## src/rtl/mt_pkg.sv

```systemverilog
// Package: types, constants and tempering function for the MT19937 generator.
`default_nettype none

package mt_pkg;

    localparam int MT_STATE_WORDS  = 624;
    localparam int MT_TWIST_OFFSET = 397;
    localparam int MT_WORD_W       = 32;

    localparam logic [MT_WORD_W-1:0] MT_MULT    = 32'd1812433253;
    localparam logic [MT_WORD_W-1:0] MT_MATRIX  = 32'h9908b0df;
    localparam logic [MT_WORD_W-1:0] MT_UPPER   = 32'h80000000;
    localparam logic [MT_WORD_W-1:0] MT_LOWER   = 32'h7fffffff;
    localparam logic [MT_WORD_W-1:0] MT_TEMPER_B = 32'h9d2c5680;
    localparam logic [MT_WORD_W-1:0] MT_TEMPER_C = 32'hefc60000;

    localparam int MT_SEED_SHIFT = 30;
    localparam int MT_TEMPER_U   = 11;
    localparam int MT_TEMPER_S   = 7;
    localparam int MT_TEMPER_T   = 15;
    localparam int MT_TEMPER_L   = 18;

    typedef enum logic {
        OP_DRAW   = 1'b0,
        OP_RESEED = 1'b1
    } op_t;

    typedef struct packed {
        logic                 req_type;
        logic [MT_WORD_W-1:0] seed;
    } req_t;

    typedef struct packed {
        logic [MT_WORD_W-1:0] random_word;
        logic                 seeded;
    } rsp_t;

    typedef struct packed {
        op_t                  op;
        logic [MT_WORD_W-1:0] seed;
    } cmd_t;

    function automatic logic [MT_WORD_W-1:0] temper(input logic [MT_WORD_W-1:0] w);
        logic [MT_WORD_W-1:0] y;
        y = w ^ (w >> MT_TEMPER_U);
        y = y ^ ((y << MT_TEMPER_S) & MT_TEMPER_B);
        y = y ^ ((y << MT_TEMPER_T) & MT_TEMPER_C);
        y = y ^ (y >> MT_TEMPER_L);
        return y;
    endfunction

endpackage

`default_nettype wire

```

## src/rtl/mt_front.sv

```systemverilog
// Front end: accepts request beats, classifies them and queues them for the engine.
`default_nettype none

module mt_front (
    input  wire logic         clk,
    input  wire logic         rst_n,
    input  wire logic         start,
    output logic              busy,
    input  wire mt_pkg::req_t req,
    output logic              cmd_valid,
    input  wire logic         cmd_ready,
    output mt_pkg::cmd_t      cmd
);

    import mt_pkg::*;

    localparam int QUEUE_DEPTH = 2;
    localparam int PTR_W       = $clog2(QUEUE_DEPTH);
    localparam int CNT_W       = $clog2(QUEUE_DEPTH + 1);

    cmd_t             queue_reg [QUEUE_DEPTH];
    logic [PTR_W-1:0] wr_ptr_reg;
    logic [PTR_W-1:0] rd_ptr_reg;
    logic [CNT_W-1:0] count_reg;
    logic             push;
    logic             pop;
    cmd_t             cmd_in;

    assign busy      = (count_reg == CNT_W'(QUEUE_DEPTH));
    assign cmd_valid = (count_reg != '0);
    assign cmd       = queue_reg[rd_ptr_reg];
    assign push      = start && !busy;
    assign pop       = cmd_valid && cmd_ready;

    always_comb
    begin
        cmd_in.op   = req.req_type ? OP_RESEED : OP_DRAW;
        cmd_in.seed = req.seed;
    end

    always_ff @(posedge clk)
    begin
        if (push)
        begin
            queue_reg[wr_ptr_reg] <= cmd_in;
        end
    end

    always_ff @(posedge clk or negedge rst_n)
    begin
        if (!rst_n)
        begin
            wr_ptr_reg <= '0;
            rd_ptr_reg <= '0;
            count_reg  <= '0;
        end
        else
        begin
            if (push)
            begin
                wr_ptr_reg <= (wr_ptr_reg == PTR_W'(QUEUE_DEPTH - 1)) ? '0 : wr_ptr_reg + 1'b1;
            end
            if (pop)
            begin
                rd_ptr_reg <= (rd_ptr_reg == PTR_W'(QUEUE_DEPTH - 1)) ? '0 : rd_ptr_reg + 1'b1;
            end
            if (push && !pop)
            begin
                count_reg <= count_reg + 1'b1;
            end
            else if (pop && !push)
            begin
                count_reg <= count_reg - 1'b1;
            end
        end
    end

endmodule

`default_nettype wire

```

## config.mk

```make
export PLATFORM = sky130hd
export DESIGN_NAME = mt_front
export DESIGN_NICKNAME = d
export VERILOG_FILES = /design/src/rtl/mt_pkg.sv /design/src/rtl/mt_front.sv
export SDC_FILE = /design/constraint.sdc
export NUM_CORES = 1
export LEC_CHECK = 0
export BUFFER_PORTS_ARGS = -buffer_cell sky130_fd_sc_hd__buf_2
export CORE_AREA = 4 4 82 84
export DETAILED_ROUTE_END_ITERATION = 6
export DIE_AREA = 0 0 86 88
export PLACE_DENSITY = 0.7
export SYNTH_ARGS = -nofsm -noshare
export SYNTH_HDL_FRONTEND = slang
export SYNTH_SLANG_ARGS = --single-unit
```

## constraint.sdc

```tcl
create_clock -name clk -period 2.8 [get_ports clk]
set_clock_uncertainty 0.2 [all_clocks]
set_input_delay 0.28 -clock clk [delete_from_list [all_inputs] [get_ports clk]]
set_output_delay 0.28 -clock clk [all_outputs]
set_load 0.1 [all_outputs]
```

# Yosys cells after proc, flatten, opt, wreduce, memory -nomap -nowiden
# Memories as Yosys holds them, arrays and structs flattened.
# Cells that the tools add are included.
[totals]
out_inout_bits = 35
ff_bits = 4
mem_count = 1
ram_bits = 66
[mem_list]
columns = ["memory", "words", "word_bits", "read_ports", "rd_clocked_by_memory_dff", "wr", "line", "text"]
rows = [
  ["queue_reg", 2, 33, 1, 0, 1, "mt_front.sv:21", "cmd_t queue_reg [QUEUE_DEPTH];"],
]
[op_classes]
n_addsub = 4
n_eq_ne = 1
mux = 7
n_reduce_logical = 9
[ops]
columns = ["op", "count"]
rows = [
  ["1-bit 2-to-1 mux", 5],
  ["1-bit logical AND", 4],
  ["2-bit 2-to-1 mux", 2],
  ["2-bit nonzero test", 2],
  ["1-bit zero test", 3],
  ["1-bit adder (second input constant)", 2],
  ["2-bit by 1-bit adder with 2-bit output (second input constant)", 1],
  ["2-bit == test (second input constant)", 1],
  ["2-bit by 1-bit subtractor with 2-bit output (second input constant)", 1],
]

# Depth between registers and ports, before layout
[depth]
depth_word = 7
depth_mapped = 7
ltp_nobuf = 7

# Worst setup path before layout
# Ideal clock, no wire load.
[synth_path]
path_type = "register to register"
startpoint = "register count_reg[0]"
endpoint = "memory queue_reg[0][0] (netlist bit), enable pin"
synth_period_minus_slack_ns = 2.642
path_buffers = 0
path_slack_ns = 0.158
stages_incl_launch_ff = 4
arrival_ns = 2.019
setup_time_ns = 0.423
path_cell_list = "dfrtp_1 nand2b_1 nand2_1 nor2_1"
[synth_via]
elab_chain_len = 5
[synth_rtl]
columns = ["element", "line", "text"]
rows = [
  ["from (decl)", "mt_front.sv:24", "logic [CNT_W-1:0] count_reg;"],
  ["from (signal assigned)", "mt_front.sv:69", "count_reg <= count_reg + 1'b1;"],
  ["from (signal assigned)", "mt_front.sv:73", "count_reg <= count_reg - 1'b1;"],
  ["2-bit == test", "mt_front.sv:29", "assign busy = (count_reg == CNT_W'(QUEUE_DEPTH));"],
  ["1-bit zero test", "mt_front.sv:32", "assign push = start && !busy;"],
  ["1-bit logical AND", "mt_front.sv:32", ""],
  ["1-bit 2-to-1 mux", "mt_front.sv:43", "if (push)"],
  ["1-bit 2-to-1 mux (implied by the code)", "mt_front.sv:45", "queue_reg[wr_ptr_reg] <= cmd_in;"],
  ["to (decl)", "mt_front.sv:21", ""],
]
# Every way passes these cells.

==> impl_metrics.ini <==
[run_status]
status = finished clean

[cells_and_area]
final_common_cell = buf_2
area_growth_pct = 33.4
final_cell_mix = buf_2 (71), edfxtp_1 (66), dlygate4sd3_1 (34)
diodes = 0
final_nets = 276
largest_reg_flops = 66
final_cells = 316
drive_above_1_share_pct = 50.2

[place]
gp_congestion = 0.736
io_buffers = 71
dp_cells = 268
dp_hpwl_um = 3110

[cts]
clk_pin_slew_ns = 0.06
cts_root_buf = clkbuf_8
cts_sinks = 70
cts_tree = built
clkLatencyLatePin_ns = 0.32
cts_setup_buffers = 0
cts_buffers = 9
clk_path_buf_depth = 2
h-tree-depth = 3

[floorplanning]
die-area_um2 = 7570
rows = 28
fp.dieW_um = 86
dieHeight_um = 88
start_util_pct = 46.2
coreArea_um2 = 5920
ioPinCount = 72

[worst_setup_path]
cpMaxStageDelayCell = dfrtp_2
worstPathCellList = buf_12 > mux2_2 > buf_2
critPathRequiredTime_ns = 2.32
cp-end-kind = primary output
start_kind = flop
crit_path_max_fanout = 24
worst_path_largest_cell_delay_ns = 0.58
worstPathArrival_ns = 1.83
crit_type = flop to primary output

[flow_run]
maxCapViolCount = 0

[logic_synthesis]
synth_top_area_share_pct = 72.5
synth_cell_types = 16
synthCells = 122
ys_seq_area_share_pct = 76.2
yosys_warnings = 0
avgSynthCellArea_um2 = 22.4
synthesis.area_um2 = 2730
syn_nets = 160
yosys.area.top_type = edfxtp_1
ys_seq_elements = 70
synth_area_leaders = edfxtp_1 (72%), mux2_4 (16%), dfrtp_1 (3.7%)

[sta]
grt_setup_unrepaired = false
worstMarginPinSlew_ns = 0.498
fmax_ghz = 0.433
hold_viol_final = 0
hold_ws_ns = 0.0266
finalCritPeriodShare_pct = 82.5
slew_violations = 0
finalSetupViolCount = 0
fin_crit_ns = 2.31
tns_ns = 0
slew_headroom_pct = 67.0

[route]
ant_nets = 0
vias = 1420
drtIter0Drc = 62
wirelength_um = 4660
dr.pass1.iters = 4
wl_per_cell_um = 14.7
route.detailed.drc = 0
avgViaCountPerCell = 4.49

[global_route]
track_usage_pct = 13.5
grt_first_pass_wirelength_um = 7460
antenna_found_initial = 0
grt_start_max_net_pins = 34
overflow = 0
grt_pass1_vias = 1565

[hold_path]
hold_class = input pin to flop
## area by class of cell
class / instances / area, um2
inverter: 2 / 7.51
tap: 75 / 93.8
timing repair buffer: 109 / 738
clock buffer: 10 / 128
fill: 441 / 2270
multi-input combinational: 46 / 581
clock inverter: 4 / 16.3
sequential: 70 / 2080
## cell usage after synthesis, drive strengths merged
| library cell | number |
|---|---|
| edfxtp | 66 |
| mux2 | 33 |
| buf | 4 |
| dfrtp | 4 |
| xnor2 | 3 |
| inv | 2 |
| nand2 | 2 |
| nor2 | 2 |
| xor2 | 2 |
| and3 | 1 |
| ha | 1 |
| nand2b | 1 |
| or2 | 1 |
## metal layers
metal	global-route usage, %	routed length, um	up-vias
met5	0	0	-
met4	7.34	53	0
met3	3.67	278	5
met2	23.1	2420	46
met1	15.5	1900	670
li1	-	-	699
## what timing repair did
action	in CTS	in global routing
hold buffers	34	0
resized for setup	0	0
hold endpoints to repair	70	0
## through the flow
step,area [um2],setup WS (ns),utilization [%]
finish,3650,0.490,61.6
global route,3650,0.410,61.6
CTS,3650,0.459,61.6
detailed placement,3160,0.824,53.4
global placement,3160,0.832,53.4
floorplan,2730,0.158,-
## critical path, delay by kind of cell, from the launching register on
kind | cells | cell delay, ns
multiplexers | 1 | 0.35
flip-flops | 1 | 0.58
buffers and inverters | 2 | 0.55
## final timing paths
path | from | endpoint | slack, ns | cells past startpoint
hold reg to reg | count_reg[1] | count_reg[1] | 0.29 | 1
setup / recovery | rd_ptr_reg | cmd[13] | 0.49 | 3
min in group asynchronous | rst_n | wr_ptr_reg | 0.08 | 2
setup reg to reg | count_reg[0] | queue_reg[0][15] | 0.92 | 4
hold / removal | cmd_ready | rd_ptr_reg | 0.03 | 3
max in group asynchronous | rst_n | rd_ptr_reg | 2.18 | 2
## kinds of logic after synthesis
| logic type | count (synthesis) | synth area share [%] |
|---|---|---|
| simple gates | 7 | 1.33 |
| fa+ha+maj | 1 | 0.458 |
| buf+inv | 6 | 2.88 |
| flops | 70 | 76.2 |
| mux | 33 | 17.6 |
| xor+xnor | 5 | 1.60 |
Power is left out: the tool's default activity adds up to more than one toggle a clock period on the data nets, which glitch-free logic cannot reach.
