[src/rtl/mt_pkg.sv]
// Package: types, constants and tempering function for the MT19937 generator.
`default_nettype none

package mt_pkg;

    localparam int MT_STATE_WORDS  = 624;
    localparam int MT_TWIST_OFFSET = 397;
    localparam int MT_WORD_W       = 32;

    localparam logic [MT_WORD_W-1:0] MT_MULT    = 32'd1812433253;
    localparam logic [MT_WORD_W-1:0] MT_MATRIX  = 32'h9908b0df;
    localparam logic [MT_WORD_W-1:0] MT_UPPER   = 32'h80000000;
    localparam logic [MT_WORD_W-1:0] MT_LOWER   = 32'h7fffffff;
    localparam logic [MT_WORD_W-1:0] MT_TEMPER_B = 32'h9d2c5680;
    localparam logic [MT_WORD_W-1:0] MT_TEMPER_C = 32'hefc60000;

    localparam int MT_SEED_SHIFT = 30;
    localparam int MT_TEMPER_U   = 11;
    localparam int MT_TEMPER_S   = 7;
    localparam int MT_TEMPER_T   = 15;
    localparam int MT_TEMPER_L   = 18;

    typedef enum logic {
        OP_DRAW   = 1'b0,
        OP_RESEED = 1'b1
    } op_t;

    typedef struct packed {
        logic                 req_type;
        logic [MT_WORD_W-1:0] seed;
    } req_t;

    typedef struct packed {
        logic [MT_WORD_W-1:0] random_word;
        logic                 seeded;
    } rsp_t;

    typedef struct packed {
        op_t                  op;
        logic [MT_WORD_W-1:0] seed;
    } cmd_t;

    function automatic logic [MT_WORD_W-1:0] temper(input logic [MT_WORD_W-1:0] w);
        logic [MT_WORD_W-1:0] y;
        y = w ^ (w >> MT_TEMPER_U);
        y = y ^ ((y << MT_TEMPER_S) & MT_TEMPER_B);
        y = y ^ ((y << MT_TEMPER_T) & MT_TEMPER_C);
        y = y ^ (y >> MT_TEMPER_L);
        return y;
    endfunction

endpackage

`default_nettype wire

[src/rtl/mt_back.sv]
// Back end: seeding, twist sweep and tempered draw sequencer over the state RAM.
`default_nettype none

module mt_back #(
    parameter int STATE_WORDS  = mt_pkg::MT_STATE_WORDS,
    parameter int TWIST_OFFSET = mt_pkg::MT_TWIST_OFFSET
) (
    input  wire logic                             clk,
    input  wire logic                             rst_n,
    input  wire logic                             cmd_valid,
    output logic                                  cmd_ready,
    input  wire mt_pkg::cmd_t                     cmd,
    output logic                                  ram_we,
    output logic [$clog2(STATE_WORDS)-1:0]        ram_waddr,
    output logic [mt_pkg::MT_WORD_W-1:0]          ram_wdata,
    output logic [$clog2(STATE_WORDS)-1:0]        ram_raddr_a,
    output logic [$clog2(STATE_WORDS)-1:0]        ram_raddr_b,
    input  wire logic [mt_pkg::MT_WORD_W-1:0]     ram_rdata_a,
    input  wire logic [mt_pkg::MT_WORD_W-1:0]     ram_rdata_b,
    output logic                                  done,
    output mt_pkg::rsp_t                          result
);

    import mt_pkg::*;

    localparam int ADDR_W = $clog2(STATE_WORDS);
    localparam int IDX_W  = $clog2(STATE_WORDS + 1);
    localparam int SUM_W  = IDX_W + 1;

    typedef enum logic [2:0] {
        S_IDLE,
        S_SEED,
        S_PRIME,
        S_TWIST,
        S_READ,
        S_OUT
    } state_t;

    state_t               state_reg;
    logic [IDX_W-1:0]     cnt_reg;
    logic [IDX_W-1:0]     idx_reg;
    logic                 have_seed_reg;
    logic [MT_WORD_W-1:0] w_reg;
    logic [MT_WORD_W-1:0] cur_reg;
    logic                 done_reg;
    rsp_t                 result_reg;

    logic [MT_WORD_W-1:0] mix;
    logic [MT_WORD_W-1:0] seed_word;
    logic [MT_WORD_W-1:0] twist_y;
    logic [MT_WORD_W-1:0] twist_word;
    logic [IDX_W-1:0]     cnt_m1;
    logic [IDX_W-1:0]     nxt_idx;
    logic [SUM_W-1:0]     far_sum;
    logic [SUM_W-1:0]     far_idx;

    assign mix       = w_reg ^ (w_reg >> MT_SEED_SHIFT);
    assign seed_word = mix * MT_MULT + MT_WORD_W'(cnt_reg);

    assign twist_y    = (cur_reg & MT_UPPER) | (ram_rdata_a & MT_LOWER);
    assign twist_word = ram_rdata_b ^ (twist_y >> 1) ^ (twist_y[0] ? MT_MATRIX : '0);

    assign cnt_m1  = cnt_reg - 1'b1;
    assign nxt_idx = (cnt_reg >= IDX_W'(STATE_WORDS - 1)) ? '0 : cnt_reg + 1'b1;
    assign far_sum = {1'b0, cnt_reg} + SUM_W'(TWIST_OFFSET);
    assign far_idx = (far_sum >= SUM_W'(STATE_WORDS)) ? far_sum - SUM_W'(STATE_WORDS)
                                                      : far_sum;

    assign cmd_ready = (state_reg == S_IDLE);
    assign done      = done_reg;
    assign result    = result_reg;

    always_comb
    begin
        ram_we      = 1'b0;
        ram_waddr   = cnt_reg[ADDR_W-1:0];
        ram_wdata   = seed_word;
        ram_raddr_a = '0;
        ram_raddr_b = '0;
        case (state_reg)
            S_SEED:
            begin
                ram_we    = 1'b1;
                ram_wdata = (cnt_reg == '0) ? w_reg : seed_word;
            end
            S_TWIST:
            begin
                ram_we      = (cnt_reg != '0);
                ram_waddr   = cnt_m1[ADDR_W-1:0];
                ram_wdata   = twist_word;
                ram_raddr_a = nxt_idx[ADDR_W-1:0];
                ram_raddr_b = (cnt_reg < IDX_W'(STATE_WORDS)) ? far_idx[ADDR_W-1:0] : '0;
            end
            S_READ:
            begin
                ram_raddr_a = idx_reg[ADDR_W-1:0];
            end
            default:
            begin
                ram_we = 1'b0;
            end
        endcase
    end

    always_ff @(posedge clk or negedge rst_n)
    begin
        if (!rst_n)
        begin
            state_reg     <= S_IDLE;
            cnt_reg       <= '0;
            idx_reg       <= IDX_W'(STATE_WORDS);
            have_seed_reg <= 1'b0;
            done_reg      <= 1'b0;
            w_reg         <= '0;
            cur_reg       <= '0;
            result_reg    <= '0;
        end
        else
        begin
            done_reg <= 1'b0;
            case (state_reg)
                S_IDLE:
                begin
                    if (cmd_valid)
                    begin
                        if (cmd.op == OP_RESEED)
                        begin
                            w_reg     <= cmd.seed;
                            cnt_reg   <= '0;
                            state_reg <= S_SEED;
                        end
                        else if (!have_seed_reg)
                        begin
                            result_reg <= '0;
                            done_reg   <= 1'b1;
                        end
                        else if (idx_reg >= IDX_W'(STATE_WORDS))
                        begin
                            state_reg <= S_PRIME;
                        end
                        else
                        begin
                            state_reg <= S_READ;
                        end
                    end
                end
                S_SEED:
                begin
                    w_reg   <= ram_wdata;
                    cnt_reg <= cnt_reg + 1'b1;
                    if (cnt_reg == IDX_W'(STATE_WORDS - 1))
                    begin
                        idx_reg       <= IDX_W'(STATE_WORDS);
                        have_seed_reg <= 1'b1;
                        state_reg     <= S_IDLE;
                    end
                end
                S_PRIME:
                begin
                    cnt_reg   <= '0;
                    state_reg <= S_TWIST;
                end
                S_TWIST:
                begin
                    cur_reg <= ram_rdata_a;
                    cnt_reg <= cnt_reg + 1'b1;
                    if (cnt_reg == IDX_W'(STATE_WORDS))
                    begin
                        idx_reg   <= '0;
                        state_reg <= S_READ;
                    end
                end
                S_READ:
                begin
                    state_reg <= S_OUT;
                end
                S_OUT:
                begin
                    result_reg.random_word <= temper(ram_rdata_a);
                    result_reg.seeded      <= 1'b1;
                    done_reg               <= 1'b1;
                    idx_reg                <= idx_reg + 1'b1;
                    state_reg              <= S_IDLE;
                end
                default:
                begin
                    state_reg <= S_IDLE;
                end
            endcase
        end
    end

endmodule

`default_nettype wire

[config.mk]
export PLATFORM = sky130hd
export DESIGN_NAME = mt_back
export DESIGN_NICKNAME = d
export VERILOG_FILES = /design/src/rtl/mt_pkg.sv /design/src/rtl/mt_back.sv
export SDC_FILE = /design/constraint.sdc
export NUM_CORES = 1
export LEC_CHECK = 0
export BUFFER_PORTS_ARGS = -buffer_cell sky130_fd_sc_hd__buf_2
export CAP_MARGIN = 15
export CORE_ASPECT_RATIO = 0.75
export CORE_MARGIN = 3
export CORE_UTILIZATION = 66
export DETAILED_ROUTE_END_ITERATION = 8
export PLACE_DENSITY_LB_ADDON = 0.2
export RECOVER_POWER = 100
export SLEW_MARGIN = 30
export SYNTH_ARGS = -nofsm -noshare
export SYNTH_HDL_FRONTEND = slang
export SYNTH_SLANG_ARGS = --single-unit
[constraint.sdc]
create_clock -name clk -period 15.36 [get_ports clk]
set_input_delay 0.768 -clock clk [delete_from_list [all_inputs] [get_ports clk]]
set_output_delay 0.768 -clock clk [all_outputs]
set_load 0.05 [all_outputs]
* Yosys cells after proc, flatten, opt, wreduce, memory -nomap -nowiden *
Index checks and enable logic that the tools add are counted.

word-level totals
  register bits after elaboration = 122
  input port bits = 100
  output and inout port bits = 98
  logic and storage cells = 90

operators by class
  add/sub/neg operators = 6
  multipliers = 1
  order comparisons = 4
  eq/ne operators = 14
  mux-type cells = 34
  bitwise logic cells = 8
  reduce and logical (&&, ||, !) cells = 14

operators by type and width
  cell                    count
  $mux 32                 4
  $pmux 32 s2             2
  $mux 33                 3
  $xor 32x32->32          3
  $mux 10                 9
  $pmux 33 s2             1
  $pmux 10 s3             2
  $add 32x10->32          1
  $mul 32x31->32 const B  1
  $or 32x31->32           1
  $xor 32x14->32          1
  $xor 32x2->32           1
  $xor 32x21->32          1
  $xor 32x31->32          1
  $add 10x1->10 const B   2
  $eq 10x10->1 const B    2
  $ge 10x10->1 const B    2
  $pmux 10 s2             1
  $mux 3                  6
  $pmux 3 s5              1
  $add 10x9->11 const B   1
  $ge 11x10->1 const B    1
  $logic_not 10->1        1
  $lt 10x10->1 const B    1
  18 further kinds        32

* Depth between registers and ports, before layout *
  depth after elaboration = 6
  mapped depth = 26
  gate-level depth less buffers = 24

* Worst setup path before layout *
No wires, ideal clock.

  kind = register -> output
  start point = register w_reg[31]
  end point = output port ram_wdata[29] in the netlist's numbering
  data arrival time = 7.457 ns
  required time = 14.592 ns
  setup slack = 7.135 ns
  stages on the path, launching flop included = 27
  path buffers = 2
  path through = dfrtp_1 > clkbuf_1 > xor2_1 > xor2_1 > ha_1 > or2_2 > ha_1 > inv_1 > fa_1 > inv_1 > ha_1 > fa_1 > fa_1 > fa_1 > inv_1 > fa_1 > inv_1 > ha_1 > buf_2 > nand4_1 > or2_2 > nor2_1 > a211oi_1 > a32oi_1 > a31oi_1 > xor2_1 > o21ai_0

on the way
  word-level cells in the longest chain between the ends = 5

ends and longest elaborated chain
  what                    RTL line        source
  from (decl)             mt_back.sv:43   logic [MT_WORD_W-1:0] w_reg;
  from (signal assigned)  mt_back.sv:128  w_reg <= cmd.seed;
  from (signal assigned)  mt_back.sv:149  w_reg <= ram_wdata;
  $xor 32x2->32 (*)       mt_back.sv:57   assign mix = w_reg ^ (w_reg >> MT_SEED_SHIFT);
  $mul 32x31->32 (*)      mt_back.sv:58   assign seed_word = mix * MT_MULT + MT_WORD_W'(cnt_reg);
  $add 32x10->32 (*)      mt_back.sv:58
  $mux 32                 mt_back.sv:84   ram_wdata = (cnt_reg == '0) ? w_reg : seed_word;
  $pmux 32 s2 (*)         mt_back.sv:80   case (state_reg)
  to (decl)               mt_back.sv:15   output logic [mt_pkg::MT_WORD_W-1:0] ram_wdata,

Mark *: on every way between the ends. The rest lies on a longest branch, timed or not.

* Worst setup path after layout *
  start point = register w_reg[30]
  end point = output port ram_wdata[31] in the netlist's numbering

Same word-level chain as after synthesis.

==> run summary <==
Path category of the worst min-delay check = reg2reg
Proportion of synthesized flip-flops having asynchronous set or reset = 100%
Post-synth EDFFs = 0
Slew headroom = -152%
Launching instance or port of the critical path = w_reg[30]
Clk Tree Root Cell = sky130_fd_sc_hd__clkbuf_16
Cell repeated most along the worst path = sky130_fd_sc_hd__fa_1
Area after DPL = 16200 um^2
F_max = 110 MHz
Number of global-route vias before repair = 12800
Final setup violation count = 0
End-of-flow core utilization = 73.6%
Routed wire length = 47600 um
Setup total negative slack = 0 ns
First-pass GRT wire length = 72900 um
Layout net count = 2335
Length of routed met2 wiring = 20100 um
Largest driver fanout on the critical path = 11
Kind of end point of the critical path = output pin
Max clock buf depth = 2
Clock-pin transition on the worst setup and hold timing paths = 0.08 ns
Source-to-sink clock delay at the later pin of the worst-skew pair = 0.35 ns
Worst setup slack after placement = 7.02 ns
Post-synth net total = 2165
Gates resized, CTS repair = 0
Post-synthesis share of cell area spent on full adders, half adders and majority gates = 40.7%
Routed wire per std cell = 22.3 um
# DRC = 0
Count of hold buffers inserted by post-cts repair = 0
Synthesized area per cell = 8.99 um^2
Filler Cell Count = 1744
Chip height = 137 um
Critical path destination = ram_wdata[31]
End of the worst register-to-register path = w_reg[31]
Total iterations of the first detailed-routing run = 6
Main synth FF type = sky130_fd_sc_hd__dfrtp_1
H-tree levels = 3
Setup repair after global routing missed its margin = no
Combinational family with the most area after synthesis = adder cells
Area fraction in compound gates after synthesis = 13.8%
Netlist Area Pre-Place = 15000 um^2
Flop and latch count out of synthesis = 91
Layout Area Growth over Synthesis = 8.98%
Final period utilization = 59.4%
Flip-flop count of the largest register, all copies and words added = 33
1st-iter DRT viols = 1685
Met1 routed wirelength after detailed routing = 20000 um
Commonest cells after routing, fill and taps aside = sky130_fd_sc_hd__inv_1, sky130_fd_sc_hd__ha_1, sky130_fd_sc_hd__fa_1, sky130_fd_sc_hd__xnor2_1, sky130_fd_sc_hd__nand2_1
Gate count of the mapped netlist = 1669
Post-detail-place hpwl = 38600 um
Standard cell core area = 22200 um^2
Fraction of layout cells with a size suffix above 1 = 7.97%
Input/output buffers = 197
TritonCTS clock tree = done
Number of max-cap violations = 4
Crit path required time = 14.59 ns
Actual transition at the worst max-transition pin = 3.78 ns
Total clock sinks = 91
Largest net degree at the start of global routing = 67
Worst Path Class, Setup = reg2out
Fin. Hold Viols = 0
Synthesized-area fraction occupied by and/or/nand/nor cells = 8.77%
Reg-to-Reg Start = w_reg[30]
Gpl congestion = 1.05
Setup Buffers After CTS = 0
Floorplan die area = 24600 um^2
Distinct cell type count after synthesis = 75
Met3 Routed Length = 6180 um
Slowest cell delay on critical path = 0.56 ns
CP Launch Type = register
Result of the run = finished, violations left
Congestion Overflow GR = 0
Sequential fraction of the synthesis area = 15.2%
Worst reg-to-reg setup slack = 7.83 ns
Worst path setup slack after routing = 6.23 ns
Slowest-stage cell, CP = sky130_fd_sc_hd__xor2_1
Slew Viols, Final = 139
Number of clock buffers inserted by TritonCTS = 9
Max Clock Skew = 0.0134 ns
Post-route design area = 16400 um^2
Multiplexer fraction of the synthesized cell area = 0.400%
Violations in the final reports = max-capacitance violations, max-slew violations
Leading cell type in the layout, fill and taps excluded = sky130_fd_sc_hd__inv_1
Uppermost routed layer = met4
Xor-xnor portion of the synthesized cell area = 11.2%
Initial core utilization = 67.5%
Length in cells of the worst reg-to-reg path = 24
Minimum period implied by the final worst setup slack = 9.13 ns
Detailed-route vias per instance = 6.17
Die Span X = 180 um
Combined global-route utilization of all metal layers = 38.3%
Number of antenna violations at the first check in global routing = 2
Number of vias after detailed routing = 13200
ANT nets after route = 0
Total number of placement rows = 47
Yosys synthesis warning count = 0
I/O pin cnt = 198
Arrival @ worst endpoint = 8.36 ns
## cells by family after synthesis
kind of cell | after synthesis
adders and majority gates | 396
buffers and inverters | 382
AOI/OAI and AO/OA | 319
and+or+nand+nor | 283
xor gates and xnor gates | 192
DFF | 91
muxes | 6
## worst min path at each step
| stage | from | endpoint | slack (ns) | depth (start not counted) |
|---|---|---|---|---|
| 2_1_floorplan | have_seed_reg | have_seed_reg | 0.44 | 1 |
| 3_3_place_gp | result[0] | result[0] | 0.46 | 2 |
| 5_1_grt | result[29] | result[29] | 0.51 | 2 |
| 6_report | result[30] | result[30] | 0.49 | 2 |
| 4_1_cts | rst_n | result[13] | 0.33 | 1 |
| 3_5_place_dp | result[30] | result[30] | 0.47 | 2 |
## cells in the mapped netlist, types with 4 or more instances
cell | number | area [um^2]
sky130_fd_sc_hd__a211oi_1 | 5 | 37.5
sky130_fd_sc_hd__fa_1 | 153 | 3060
sky130_fd_sc_hd__and2_1 | 6 | 37.5
sky130_fd_sc_hd__a2bb2oi_1 | 4 | 35.0
sky130_fd_sc_hd__xor2_1 | 57 | 499
sky130_fd_sc_hd__a21oi_1 | 52 | 260
sky130_fd_sc_hd__or3_1 | 4 | 25.0
sky130_fd_sc_hd__a221o_1 | 12 | 120
sky130_fd_sc_hd__dfstp_2 | 4 | 105
sky130_fd_sc_hd__o31ai_1 | 5 | 37.5
sky130_fd_sc_hd__nand2_1 | 125 | 469
sky130_fd_sc_hd__xnor2_1 | 135 | 1180
sky130_fd_sc_hd__mux2i_1 | 6 | 60.1
sky130_fd_sc_hd__buf_2 | 12 | 60.1
sky130_fd_sc_hd__o221ai_1 | 5 | 43.8
sky130_fd_sc_hd__inv_1 | 327 | 1230
sky130_fd_sc_hd__o2111ai_1 | 4 | 35.0
sky130_fd_sc_hd__ha_1 | 243 | 3040
sky130_fd_sc_hd__nand3_1 | 13 | 65.1
sky130_fd_sc_hd__and3_1 | 7 | 43.8
sky130_fd_sc_hd__o21ai_0 | 111 | 556
sky130_fd_sc_hd__a22oi_1 | 21 | 158
sky130_fd_sc_hd__clkbuf_1 | 32 | 120
sky130_fd_sc_hd__o21bai_1 | 5 | 37.5
sky130_fd_sc_hd__nor4_1 | 5 | 31.3
sky130_fd_sc_hd__nor2_1 | 67 | 251
sky130_fd_sc_hd__buf_6 | 5 | 56.3
sky130_fd_sc_hd__o21ai_1 | 4 | 20.0
sky130_fd_sc_hd__a31oi_1 | 6 | 37.5
sky130_fd_sc_hd__o21a_1 | 8 | 60.1
sky130_fd_sc_hd__a22o_1 | 13 | 114
sky130_fd_sc_hd__nor3_1 | 13 | 65.1
sky130_fd_sc_hd__o22ai_1 | 14 | 87.6
sky130_fd_sc_hd__dfrtp_1 | 87 | 2180
sky130_fd_sc_hd__a21o_1 | 18 | 135
sky130_fd_sc_hd__nor2b_1 | 6 | 37.5
sky130_fd_sc_hd__nand2b_1 | 8 | 50.1
sky130_fd_sc_hd__nor3b_1 | 8 | 60.1
## per-stage QoR
| stage | hold WS (ns) | cells |
|---|---|---|
| detailed placement | 0.469 | 2122 |
| finish | 0.488 | 2141 |
| global route | 0.511 | 2140 |
| CTS | 0.329 | 2138 |
| floorplan | 0.437 | 1669 |
| global placement | 0.456 | 2121 |
## layout make-up
cell class / count / area, um^2 / share of cell area, %
Antenna cell: 3 / 7.51 / 0.0459
Clock buffer: 9 / 225 / 1.38
Clock inverter: 7 / 76.3 / 0.467
Inverter: 329 / 1230 / 7.55
Multi-Input combinational cell: 1196 / 11200 / 68.5
Sequential cell: 91 / 2280 / 14.0
Tap cell: 294 / 368 / 2.25
Timing Repair Buffer: 212 / 962 / 5.88
## per-layer routing
layer  vias to the layer above  track usage [%]
met5                         -                0
met4                         0             9.16
met3                       108             9.06
met2                       889             57.9
met1                      6403             56.1
li1                       5803                -
## worst max-delay path, delay by kind of cell (launching register included)
kind | cells | cell delay (ns)
adder cells (fa/ha/maj) | 9 | 3.63
XOR/XNOR | 3 | 1.14
AO/OA/AOI/OAI | 3 | 1.04
AND/OR/NAND/NOR | 5 | 1.02
buffers and inverters | 5 | 0.73
flip-flops | 1 | 0.45
Power is left out: the tool's default activity adds up to more than one toggle a clock period on the data nets, which glitch-free logic cannot reach.
